File: src/rtl/core/brs_pkg.sv
// Package: constants, types and helpers of the bilinear sampler.
package brs_pkg;
    localparam int MaxWidth  = 256;
    localparam int MaxHeight = 256;
    localparam int FracBits  = 8;
    localparam int ColBits   = $clog2(MaxWidth);
    localparam int RowBits   = $clog2(MaxHeight);
    localparam int AddrBits  = ColBits + RowBits;
    localparam int Depth     = MaxWidth * MaxHeight;
    localparam int CoordBits = 17;
    localparam int IntBits   = CoordBits - FracBits;
    localparam int SizeBits  = 9;
    localparam int CfgIdxBits = 1;
    localparam int WtBits    = FracBits + 1;
    localparam int ProdBits  = 2 * WtBits + 8;
    localparam int SumBits   = ProdBits + 2;

    localparam logic [CfgIdxBits-1:0] RegWidth  = 1'd0;
    localparam logic [CfgIdxBits-1:0] RegHeight = 1'd1;
    localparam logic FuncWrite  = 1'b0;
    localparam logic FuncSample = 1'b1;

    typedef logic [AddrBits-1:0] addr_t;

    // Sample item after address generation.
    typedef struct packed {
        logic                hit;
        logic [FracBits-1:0] a;
        logic [FracBits-1:0] b;
    } samp_t;
endpackage

File: src/rtl/core/brs_addr.sv
// Address stage: floor/ceil, footprint test and edge wrap.
module brs_addr (
    input  logic                              clk,
    input  logic                              rst_n,
    input  logic                              en,
    input  logic                              in_valid,
    input  logic signed [brs_pkg::CoordBits-1:0] u,
    input  logic signed [brs_pkg::CoordBits-1:0] v,
    input  logic [brs_pkg::SizeBits-1:0]      width_cfg,
    input  logic [brs_pkg::SizeBits-1:0]      height_cfg,
    output logic                              out_valid,
    output brs_pkg::samp_t                    samp,
    output brs_pkg::addr_t                    addr00,
    output brs_pkg::addr_t                    addr10,
    output brs_pkg::addr_t                    addr01,
    output brs_pkg::addr_t                    addr11
);
    import brs_pkg::*;

    localparam int EB = IntBits + 2;

    logic [SizeBits-1:0] w_eff, h_eff;
    logic signed [EB-1:0] x1, y1, x2, y2, wm1, hm1, ws, hs;
    logic [FracBits-1:0] a, b;
    logic                hit;
    logic [ColBits-1:0]  cx1, cx2;
    logic [RowBits-1:0]  ry1, ry2;
    logic                valid_reg;
    samp_t               samp_reg;
    addr_t a00_reg, a10_reg, a01_reg, a11_reg;

    always_comb
    begin
        w_eff = (width_cfg == '0) ? SizeBits'(1)
              : (width_cfg > SizeBits'(MaxWidth)) ? SizeBits'(MaxWidth) : width_cfg;
        h_eff = (height_cfg == '0) ? SizeBits'(1)
              : (height_cfg > SizeBits'(MaxHeight)) ? SizeBits'(MaxHeight) : height_cfg;
        ws  = EB'(signed'({1'b0, w_eff}));
        hs  = EB'(signed'({1'b0, h_eff}));
        wm1 = ws - EB'(1);
        hm1 = hs - EB'(1);
        a   = u[FracBits-1:0];
        b   = v[FracBits-1:0];
        x1  = EB'(signed'(u[CoordBits-1:FracBits]));
        y1  = EB'(signed'(v[CoordBits-1:FracBits]));
        x2  = x1 + EB'(a != '0);
        y2  = y1 + EB'(b != '0);
        hit = !(x2 < 0 || x1 > wm1 || y2 < 0 || y1 > hm1);
        cx1 = ColBits'((x1 < 0) ? x1 + ws : x1);
        ry1 = RowBits'((y1 < 0) ? y1 + hs : y1);
        cx2 = ColBits'((x2 >= ws) ? x2 - ws : x2);
        ry2 = RowBits'((y2 >= hs) ? y2 - hs : y2);
    end

    always_ff @(posedge clk or negedge rst_n)
    begin
        if (!rst_n)
        begin
            valid_reg <= 1'b0;
        end
        else if (en)
        begin
            valid_reg <= in_valid;
        end
    end

    always_ff @(posedge clk)
    begin
        if (en)
        begin
            samp_reg <= '{hit: hit, a: a, b: b};
            a00_reg  <= {ry1, cx1};
            a10_reg  <= {ry1, cx2};
            a01_reg  <= {ry2, cx1};
            a11_reg  <= {ry2, cx2};
        end
    end

    assign out_valid = valid_reg;
    assign samp      = samp_reg;
    assign addr00    = a00_reg;
    assign addr10    = a10_reg;
    assign addr01    = a01_reg;
    assign addr11    = a11_reg;
endmodule

File: config.mk
export PLATFORM = sky130hd
export DESIGN_NAME = brs_addr
export DESIGN_NICKNAME = d
export VERILOG_FILES = /design/src/rtl/core/brs_pkg.sv /design/src/rtl/core/brs_addr.sv
export SDC_FILE = /design/constraint.sdc
export NUM_CORES = 1
export LEC_CHECK = 0
export CAP_MARGIN = 0
export CORE_ASPECT_RATIO = 2
export CORE_MARGIN = 4
export CORE_UTILIZATION = 50
export DETAILED_ROUTE_END_ITERATION = 8
export DONT_BUFFER_PORTS = 1
export PLACE_DENSITY_LB_ADDON = 0.25
export SKIP_CTS_REPAIR_TIMING = 1
export SLEW_MARGIN = 15
export SYNTH_ARGS = -nofsm -noshare
export SYNTH_HDL_FRONTEND = slang
export SYNTH_SLANG_ARGS = --single-unit
File: constraint.sdc
create_clock -name clk -period 0.8 [get_ports clk]
set_input_delay 0 -clock clk [delete_from_list [all_inputs] [get_ports clk]]
set_output_delay 0 -clock clk [all_outputs]
set_load 0.05 [all_outputs]
==> results by group, run 1 <==
Detailed routing
  – Antenna Nets Post-Route: 0
  – DRC Markers: 0
  – DR vias: 4348
  – Via density per instance: 5.68
  – Wire length per cell: 19.2 µm
  – Total iterations of the first detailed-routing run: 5
  – WL final: 14.7 mm
  – Iter 0 DRT Violations: 181

Floorplan
  – Die Wd: 75.7 µm
  – Initial core utilization: 51.3%
  – Die height: 143 µm
  – Core Area: 0.00895 mm²
  – FP Rows: 49
  – Ports: 138
  – Die Area: 0.0109 mm²

Synth
  – Number of synthesized flops with an enable pin: 49
  – Netlist cell types: 51
  – Async S/R FF share, synth: 2.00%
  – Ys Warns: 0
  – Cell count after synthesis: 472
  – Top FF cell, synth: edfxtp_1
  – Mapped Area: 0.00459 mm²
  – Mean Syn Cell Area: 9.72 µm²
  – #FFs+latches synth: 50
  – Sequential share of the synthesized area: 32.6%

Layout
  – Area Overhead vs Synth: 58.8%
  – Max reg flops: 17
  – # fillers: 513
  – Layout cell share with drive strength beyond 1: 43.4%
  – Final non-filler cell total: 766
  – Core Util, Final: 81.4%
  – Number of inserted diodes: 0
  – Nets: 781

Timing
  – Minimum clock period: 2.79 ns
  – Clock Skew: 0 ns
  – Setup violations, final: 116
  – Final Hold Fails: 52
  – Pins over their slew limit: 0
  – Max-Slew Margin vs Limit: 64.5%
  – Worst hold slack: -0.182 ns
  – RSZ-0062 raised after global routing: true
  – Fmax: 0.359 GHz
  – Fin worst setup slack: -1.99 ns
  – Fin crit share: 349%
  – Slew @ Worst Pin: 0.530 ns

Worst setup path
  – Slowest CP cell: or4_4
  – Setup crit end kind: register
  – CP Data Required Time: 0.91 ns
  – Beginning of the worst register-to-register path: out_valid
  – Worst Path Buf+Inv: 3
  – Data arrival time of the worst path: 2.90 ns
  – R2R Path End: out_valid
  – Reg2Reg Depth: 1
  – Crit-path max FO: 8
  – R2R Setup Slk: -0.01 ns
  – Critical path launch point type: input port
  – CP Cell Sequence: or4_4 -> or3_4 -> nor2_4 -> nor2_4 -> nor2_4 -> ha_4 -> inv_2 -> fa_2 -> a211oi_2 -> o21bai_1 -> a21oi_2 -> a21o_1 -> a21oi_4 -> buf_12 -> buf_4 -> mux2i_1
  – Crit Path Class: in -> reg
  – Worst path top cell family by delay: simple AND/OR/NAND/NOR gates
  – CP peak stage delay: 0.52 ns
  – Most frequent cell on the critical path: nor2_4

Flow run
  – Maxcap violations: 0

Power
  – Net Switching: 4.58 mW
  – Pwr dens: 1630 mW/mm²
  – Max VDD drop: 1.17 mV
  – Reg power frac: 29.1%
  – Int Pwr: 7.30 mW
  – Clock share of power: 19.3%
  – Comb power frac: 51.6%
  – LEAKAGE: 3.20 nW
  – Sw frac: 38.5%

Min path
  – Hold EP: addr00[8]
  – Min-delay src: en
  – Worst Hold Depth: 0
  – HP Class: in -> reg

Clock network
  – Clock latency on the worst-skew pair: 0.29 ns
  – CTS max path bufs: 2
  – CTS tree: done
  – Total CTS buffers: 5
  – CTS H-tree lvls: 2
  – Clk sink count: 50
  – Root Driver: clkbuf_16
  – CTS clk-pin slew, worst paths: 0.07 ns

Global routing
  – First-pass GRT wire length: 19.7 mm
  – Vias in the first global route: 4423
  – GRT Util Overall: 24.0%
  – Initial antenna violation count: 0
  – Largest net degree at the start of global routing: 51
  – GRT overflow: 0

Outcome
  – Status: complete, but fails checks
  – Failing checks: negative hold slack, negative setup slack

Placement
  – RePlAce Congestion: 0.980
  – Placed insts: 712
  – IO Port Bufs: 0
  – Final HPWL DP: 10.6 mm
cells by family after synthesis:
logic type                 count (synthesis)  synth area share [%]
and+or+nand+nor                          126                  13.4
AOI/OAI and AO/OA                         93                  13.7
buffers and inverters                     74                  8.67
adders and majority gates                 62                  17.6
DFF                                       50                  32.6
xor gates and xnor gates                  37                  7.06
muxes                                     29                  6.95
other                                      1                0.0817
per-layer routing:
layer / global-route usage [%] / wire length, µm / vias to the layer above / share of wire (%)
li1: - / - / 2064 / -
met1: 19.5 / 4560 / 2073 / 31
met2: 48.4 / 8820 / 162 / 60
met3: 3.71 / 624 / 49 / 4.2
met4: 14.8 / 722 / 0 / 4.9
met5: 0 / 0 / - / 0
placed cells by master, fill, tap and decap left out, types with 6 or more instances in the layout:
| cell type | netlist | layout |
|---|---|---|
| a21o_1 | 9 | 9 |
| a21oi_1 | 22 | 18 |
| buf_12 | 0 | 34 |
| buf_4 | 32 | 130 |
| buf_6 | 0 | 24 |
| dlygate4sd3_1 | 0 | 31 |
| edfxtp_1 | 49 | 49 |
| ha_1 | 58 | 46 |
| ha_4 | 0 | 10 |
| inv_1 | 35 | 30 |
| inv_2 | 2 | 6 |
| mux2_2 | 10 | 7 |
| mux2_4 | 0 | 14 |
| mux2i_1 | 6 | 6 |
| nand2_1 | 40 | 36 |
| nand3_1 | 13 | 12 |
| nand4_1 | 6 | 6 |
| nor2_1 | 30 | 27 |
| nor2b_1 | 6 | 6 |
| nor3_1 | 9 | 7 |
| o21a_1 | 6 | 6 |
| o21ai_1 | 15 | 16 |
| xnor2_1 | 27 | 25 |
| xor2_1 | 10 | 8 |
synthesized netlist by cell type (2+ instances only):
master / instances / share of area [%]
buf_1: 2 / 0.16
a211oi_2: 2 / 0.55
fa_1: 4 / 1.7
o22ai_1: 4 / 0.55
ha_1: 58 / 16
nand3_1: 13 / 1.4
o21a_1: 6 / 0.98
a21oi_4: 2 / 0.71
nor3b_2: 2 / 0.55
nor3_1: 9 / 0.98
o41ai_1: 2 / 0.38
a21boi_1: 2 / 0.33
nor2_1: 30 / 2.5
o21bai_1: 2 / 0.33
o21ai_1: 15 / 1.6
nor2b_1: 6 / 0.82
xnor2_1: 27 / 5.2
a21oi_1: 22 / 2.4
mux2_1: 13 / 3.2
mux2_2: 10 / 2.5
inv_1: 35 / 2.9
buf_4: 32 / 5.2
nand4_1: 6 / 0.82
xor2_1: 10 / 1.9
and3_1: 5 / 0.68
inv_2: 2 / 0.16
clkbuf_1: 2 / 0.16
a2111oi_2: 2 / 0.65
or2_2: 2 / 0.27
nand2_1: 40 / 3.3
a21o_1: 9 / 1.5
a211oi_1: 9 / 1.5
mux2i_1: 6 / 1.3
o21ai_0: 9 / 0.98
edfxtp_1: 49 / 32
o221ai_1: 2 / 0.38
nor4_1: 7 / 0.95
worst max-delay path by stage:
stage	slack, ns	endpoint	startpoint	cells after the start
floorplan	-2.22	addr10[1]	width_cfg[2]	14
global placement	-2.23	addr10[5]	width_cfg[2]	14
detailed placement	-2.35	addr10[6]	width_cfg[2]	14
CTS	-2.03	addr10[2]	width_cfg[2]	14
global route	-2.10	addr10[0]	width_cfg[2]	16
finish	-1.99	addr10[0]	width_cfg[2]	16
metrics by stage:
stage          setup TNS (ns)  area [µm²]  power (mW)  worst slack, ns
4_1_cts                -59.34        6440        11.3            -2.03
3_3_place_gp           -59.46        6280        8.89            -2.23
5_1_grt                -62.14        7290        12.4            -2.10
6_report               -57.37        7290        11.9            -1.99
2_1_floorplan          -55.46        4830        7.31            -2.22
3_5_place_dp           -60.89        6280        9.00            -2.35
power by group through the flow:
stage	Sequential, mW	Clock [mW]	Combinational, mW
detailed placement	3.50	0	5.50
global route	3.49	2.42	6.51
CTS	3.45	2.33	5.51
global placement	3.49	0	5.41
finish	3.46	2.29	6.13
floorplan	4.45	0	2.86
layout make-up:
class	count	area, µm²	area share (%)
multi-input combinational	349	3120	42.9
timing repair buffer	219	2240	30.7
sequential	50	1500	20.6
inverter	38	145	1.99
clock buffer	6	139	1.91
tap	102	128	1.75
clock inverter	2	16.3	0.223
Power figures use the tool's default switching activity.
==> run 2, diff against run 1 <==
--- a/config.mk
+++ b/config.mk
@@ -13,2 +13,3 @@
 export DONT_BUFFER_PORTS = 1
+export HOLD_SLACK_MARGIN = 0.06
 export PLACE_DENSITY_LB_ADDON = 0.25
==> constraint.sdc (replaced) <==
create_clock -name clk -period 0.8 [get_ports clk]
set_input_delay 0.16 -clock clk [delete_from_list [all_inputs] [get_ports clk]]
set_output_delay 0.16 -clock clk [all_outputs]
set_load 0.05 [all_outputs]
==> run 2 against run 1 <==
The run still ends with negative hold slack, negative setup slack left; die area stayed put; via count is 1.0% lower; total power is 1.1% higher; hold slack better by 0.16 ns; largest cell class unchanged.
==> results by group, run 2 (synthesized netlist as in run 1, its figures left out) <==
Clock network
  – Total CTS buffers: 5 (unchanged)
  – CTS clk-pin slew, worst paths: 0.07 ns (about the same)
  – Clock latency on the worst-skew pair: 0.29 ns (about the same)
  – Root Driver: clkbuf_16 (unchanged)
  – CTS H-tree lvls: 2 (unchanged)
  – Clk sink count: 50 (unchanged)
  – CTS max path bufs: 2 (unchanged)
  – CTS tree: done (unchanged)

Detailed routing
  – WL final: 15.0 mm (was 14.7 mm)
  – Via density per instance: 5.78 (was 5.68)
  – Iter 0 DRT Violations: 223 (was 181)
  – Wire length per cell: 20.2 µm (was 19.2 µm)
  – DR vias: 4304 (was 4348)
  – Total iterations of the first detailed-routing run: 6 (was 5)
  – Antenna Nets Post-Route: 0 (unchanged)
  – DRC Markers: 0 (unchanged)

Power
  – Pwr dens: 1640 mW/mm² (was 1630 mW/mm²)
  – LEAKAGE: 3.21 nW (was 3.20 nW)
  – Max VDD drop: 1.13 mV (was 1.17 mV)
  – Tot Pwr: 12.0 mW (was 11.9 mW)

Floorplan
  – Core Area: 0.00895 mm² (unchanged)
  – Die height: 143 µm (unchanged)
  – Initial core utilization: 51.3% (unchanged)
  – Ports: 138 (unchanged)
  – Die Wd: 75.7 µm (unchanged)
  – FP Rows: 49 (unchanged)
  – Die Area: 0.0109 mm² (unchanged)

Layout
  – Most frequent cells in the layout: buf_4 (119), buf_12 (50), edfxtp_1 (49) (was buf_4 (130), edfxtp_1 (49), ha_1 (46))
  – Max reg flops: 17 (unchanged)
  – Footprint of the multi-input gates: 0.00322 mm² (was 0.00312 mm²)
  – Area Overhead vs Synth: 59.9% (was 58.8%)
  – Commonest non-fill, non-tap cell in the layout: buf_4 (unchanged)
  – Layout cell share with drive strength beyond 1: 46.6% (was 43.4%)
  – Reg area: 0.00150 mm² (unchanged)
  – Final non-filler cell total: 744 (was 766)
  – # fillers: 529 (was 513)
  – Nets: 759 (was 781)
  – Number of inserted diodes: 0 (unchanged)

Worst setup path
  – CP peak stage delay: 0.52 ns (about the same)
  – Worst Path Buf+Inv: 1 (was 3)
  – Critical path launch point type: input port (unchanged)
  – Setup crit end kind: register (unchanged)
  – CP Data Required Time: 0.85 ns (was 0.91 ns)
  – Crit-path max FO: 8 (unchanged)
  – Data arrival time of the worst path: 2.96 ns (was 2.90 ns)
  – R2R Setup Slk: 0.01 ns (was -0.01 ns)
  – Most frequent cell on the critical path: nor2_2 (was nor2_4)
  – Crit Path Class: in -> reg (unchanged)
  – CP Cell Sequence: or4_4 -> or3_4 -> nor2_4 -> nor2_2 -> nor2_2 -> ha_2 -> inv_2 -> fa_2 -> a211oi_2 -> o21bai_1 -> a21oi_2 -> a21o_1 -> a21oi_4 -> mux2_4 (was or4_4 -> or3_4 -> nor2_4 -> nor2_4 -> nor2_4 -> ha_4 -> inv_2 -> fa_2 -> a211oi_2 -> o21bai_1 -> a21oi_2 -> a21o_1 -> a21oi_4 -> buf_12 -> buf_4 -> mux2i_1)
  – Worst path top cell family by delay: simple AND/OR/NAND/NOR gates (unchanged)
  – Slowest CP cell: or4_4 (unchanged)

Global routing
  – GRT overflow: 0 (unchanged)
  – Largest net degree at the start of global routing: 51 (unchanged)
  – Initial antenna violation count: 0 (unchanged)
  – Vias in the first global route: 4453 (was 4423)
  – GRT Util Overall: 24.5% (was 24.0%)
  – First-pass GRT wire length: 20.1 mm (was 19.7 mm)

Timing
  – Fmax: 0.344 GHz (was 0.359 GHz)
  – RSZ-0062 raised after global routing: true (unchanged)
  – Setup violations, final: 115 (was 116)
  – Pins over their slew limit: 0 (unchanged)
  – Minimum clock period: 2.91 ns (was 2.79 ns)
  – Fin crit share: 363% (was 349%)
  – Worst hold slack: -0.0225 ns (was -0.182 ns)
  – Clock Skew: 0 ns (unchanged)
  – Final Hold Fails: 30 (was 52)
  – Fin worst setup slack: -2.11 ns (was -1.99 ns)

Placement
  – RePlAce Congestion: 1.00 (was 0.980)
  – IO Port Bufs: 0 (unchanged)
  – Placed insts: 706 (was 712)
  – Final HPWL DP: 11.0 mm (was 10.6 mm)

Outcome
  – Status: complete, but fails checks (unchanged)
  – Failing checks: negative hold slack, negative setup slack (unchanged)

Flow run
  – Maxcap violations: 0 (unchanged)

Min path
  – HP Class: in -> reg (unchanged)
## run 2: area by class of cell
| class | instances | area share, % |
|---|---|---|
| well taps | 102 | 1.74 |
| clock buffers | 6 | 1.89 |
| inverters | 38 | 1.98 |
| flip-flops and latches | 50 | 20.4 |
| clock inverters | 2 | 0.239 |
| repair buffers | 197 | 29.8 |
| multi-input cells | 349 | 43.9 |
## run 2: report_power, final
group	total, mW	switching [mW]	leakage (nW)	internal (mW)
clock	2.30	1.04	0.0770	1.26
sequential	3.49	0.238	0.490	3.25
combinational	6.23	3.36	2.65	2.88
total	12.0	4.63	3.21	7.38
## run 2: worst paths after layout
| path | start | endpoint | cells after the start |
|---|---|---|---|
| max | width_cfg[2] | addr10[3] | 14 |
| min | en | samp[2] | 0 |
| max reg2reg | out_valid | out_valid | 1 |
| min reg2reg | out_valid | out_valid | 1 |
| max in group asynchronous | rst_n | out_valid | 1 |
| min in group asynchronous | rst_n | out_valid | 1 |
## run 2: routing by layer
layer  global-route usage [%]  vias to the layer above  routed length [µm]
met4                     15.8                        0                 835
met2                     49.0                      149                9060
met3                     4.20                       56                 656
met5                        0                        -                   0
met1                     19.8                     2087                4440
li1                         -                     2012                   -
## run 2: stage by stage
step,instance area (µm²),hold slack [ns],TNS (ns),worst slack (ns),utilization (%)
floorplan,4830,-0.136,-65.86,-2.38,-
global placement,6450,-0.136,-65.42,-2.41,72.1
detailed placement,6450,-0.136,-67.44,-2.49,72.1
CTS,6610,-0.450,-79.37,-2.18,73.8
global route,7340,-0.0341,-80.77,-2.20,82.0
finish,7340,-0.0225,-76.65,-2.11,82.0
==> run 3, diff against run 2 <==
- CORE_ASPECT_RATIO: 2 -> 0.5
==> run 3 against run 2 <==
The flow still finishes with violations (negative hold slack, negative setup slack); via count increased by 1.7%; global-route usage decreased by 1.8 points; combinational power about the same; sequential share of layout area increased by 0.16 points; non-clock buffer count increased by 7.
==> results by group, run 3 (synthesized netlist as in run 1, its figures left out) <==
Placement
  – RePlAce Congestion: 0.948 (was 1.00)
  – IO Port Bufs: 0 (unchanged)
  – Post-place instance area: 0.00655 mm² (was 0.00645 mm²)
  – Final HPWL DP: 10.1 mm (was 11.0 mm)

Timing
  – Setup violations, final: 115 (unchanged)
  – Pins over their slew limit: 0 (unchanged)
  – Fin crit share: 387% (was 363%)
  – Clock Skew: 0 ns (unchanged)
  – Final Hold Fails: 26 (was 30)
  – Fin worst setup slack: -2.30 ns (was -2.11 ns)
  – Worst hold slack: -0.0209 ns (was -0.0225 ns)
  – RSZ-0062 raised after global routing: true (unchanged)
  – Minimum clock period: 3.10 ns (was 2.91 ns)
  – Fmax: 0.323 GHz (was 0.344 GHz)

Worst setup path
  – CP Data Required Time: 0.84 ns (was 0.85 ns)
  – Data arrival time of the worst path: 3.13 ns (was 2.96 ns)
  – Slowest CP cell: or4_4 (unchanged)
  – Setup crit end kind: register (unchanged)
  – Stages on worst setup path: 14 (unchanged)
  – Critical path launch point type: input port (unchanged)
  – CP peak stage delay: 0.53 ns (was 0.52 ns)
  – Worst path top cell family by delay: simple AND/OR/NAND/NOR gates (unchanged)
  – Worst Path Buf+Inv: 1 (unchanged)
  – Most frequent cell on the critical path: nor2_1 (was nor2_2)
  – Crit-path max FO: 8 (unchanged)
  – Reg2Reg Depth: 1 (unchanged)
  – Crit Path Class: in -> reg (unchanged)
  – CP Cell Sequence: or4_4 -> or3_4 -> nor2_1 -> nor2_1 -> nor2_2 -> ha_2 -> inv_2 -> fa_2 -> a211oi_2 -> o21bai_1 -> a21oi_2 -> a21o_1 -> a21oi_4 -> mux2_1 (was or4_4 -> or3_4 -> nor2_4 -> nor2_2 -> nor2_2 -> ha_2 -> inv_2 -> fa_2 -> a211oi_2 -> o21bai_1 -> a21oi_2 -> a21o_1 -> a21oi_4 -> mux2_4)

Power
  – Pwr dens: 1660 mW/mm² (was 1640 mW/mm²)
  – LEAKAGE: 3.19 nW (was 3.21 nW)
  – Max VDD drop: 1.44 mV (was 1.13 mV)
  – Tot Pwr: 12.1 mW (was 12.0 mW)

Flow run
  – Maxcap violations: 0 (unchanged)

Outcome
  – Failing checks: negative hold slack, negative setup slack (unchanged)
  – Status: complete, but fails checks (unchanged)

Layout
  – Layout cell share with drive strength beyond 1: 43.8% (was 46.6%)
  – Area Overhead vs Synth: 58.6% (was 59.9%)
  – Most frequent cells in the layout: buf_4 (128), buf_12 (50), edfxtp_1 (49) (was buf_4 (119), buf_12 (50), edfxtp_1 (49))
  – Final Instance Area: 0.00728 mm² (was 0.00734 mm²)
  – Max reg flops: 17 (unchanged)
  – # fillers: 467 (was 529)
  – Footprint of the multi-input gates: 0.00309 mm² (was 0.00322 mm²)
  – Commonest non-fill, non-tap cell in the layout: buf_4 (unchanged)
  – Reg area: 0.00150 mm² (unchanged)
  – Nets: 766 (was 759)
  – Number of inserted diodes: 0 (unchanged)

Clock network
  – Clock latency on the worst-skew pair: 0.28 ns (was 0.29 ns)
  – Clk sink count: 50 (unchanged)
  – CTS tree: done (unchanged)
  – Total CTS buffers: 5 (unchanged)
  – CTS H-tree lvls: 2 (unchanged)
  – Root Driver: clkbuf_16 (unchanged)
  – CTS max path bufs: 2 (unchanged)
  – CTS clk-pin slew, worst paths: 0.07 ns (about the same)

Floorplan
  – Die Wd: 143 µm (was 75.7 µm)
  – FP Rows: 24 (was 49)
  – Die height: 75.7 µm (was 143 µm)
  – Ports: 138 (unchanged)
  – Die Area: 0.0109 mm² (unchanged)
  – Core Area: 0.00883 mm² (was 0.00895 mm²)
  – Initial core utilization: 52.0% (was 51.3%)

Detailed routing
  – Via density per instance: 5.72 (was 5.78)
  – Total iterations of the first detailed-routing run: 7 (was 6)
  – DR vias: 4378 (was 4304)
  – Wire length per cell: 18.8 µm (was 20.2 µm)
  – Antenna Nets Post-Route: 0 (unchanged)
  – WL final: 14.4 mm (was 15.0 mm)
  – Iter 0 DRT Violations: 308 (was 223)
  – DRC Markers: 0 (unchanged)

Min path
  – HP Class: in -> reg (unchanged)
  – Worst Hold Depth: 0 (unchanged)

Global routing
  – Vias in the first global route: 4115 (was 4453)
  – Largest net degree at the start of global routing: 51 (unchanged)
  – GRT overflow: 0 (unchanged)
  – GRT Util Overall: 22.7% (was 24.5%)
  – Initial antenna violation count: 0 (unchanged)
  – First-pass GRT wire length: 19.3 mm (was 20.1 mm)
## run 3: cell types whose count changed in the layout (fill, tap and decap cells not counted), sizes merged
cell and delta:
clkinv -2, buf +7, bufinv +1, clkinvlp +1
## run 3: final cells by class
| cell class | count | area share, % |
|---|---|---|
| clock buffer | 6 | 1.77 |
| clock inverter | 2 | 0.516 |
| inverter | 38 | 1.99 |
| multi-input combinational | 349 | 42.5 |
| sequential | 50 | 20.6 |
| tap | 117 | 2.01 |
| timing repair buffer | 204 | 30.7 |
## run 3: worst paths after layout
| path | slack (ns) | start | end |
|---|---|---|---|
| worst max-delay path | -2.30 | width_cfg[2] | addr10[4] |
| worst min-delay path | -0.02 | en | samp[8] |
| worst max register to register | 0.03 | out_valid | out_valid |
| worst min register to register | 0.53 | out_valid | out_valid |
| max in group asynchronous | 0.60 | rst_n | out_valid |
| min in group asynchronous | 0.09 | rst_n | out_valid |
## run 3: where the power goes
part | internal [mW] | switching [mW]
Combinational | 2.86 | 3.35
Sequential | 3.25 | 0.228
Clock | 1.48 | 0.924
Total | 7.59 | 4.50
## run 3: per-layer routing
metal	wire length, µm	vias to the layer above	GRT usage, %
li1	-	2027	-
met1	5120	2109	25.6
met2	7690	196	44.0
met3	1150	46	5.33
met4	403	0	6.05
met5	0	-	0
## run 3: stage by stage
stage,utilization [%],hold WS [ns],instances,setup WS (ns),setup TNS [ns]
after global routing,82.4,-0.0277,766,-2.42,-82.58
after floorplan,-,-0.136,473,-2.38,-65.86
final,82.4,-0.0209,766,-2.30,-76.77
after detailed placement,74.1,-0.136,731,-2.43,-65.09
after CTS,76.0,-0.443,739,-2.15,-76.69
after global placement,74.1,-0.136,731,-2.37,-63.86
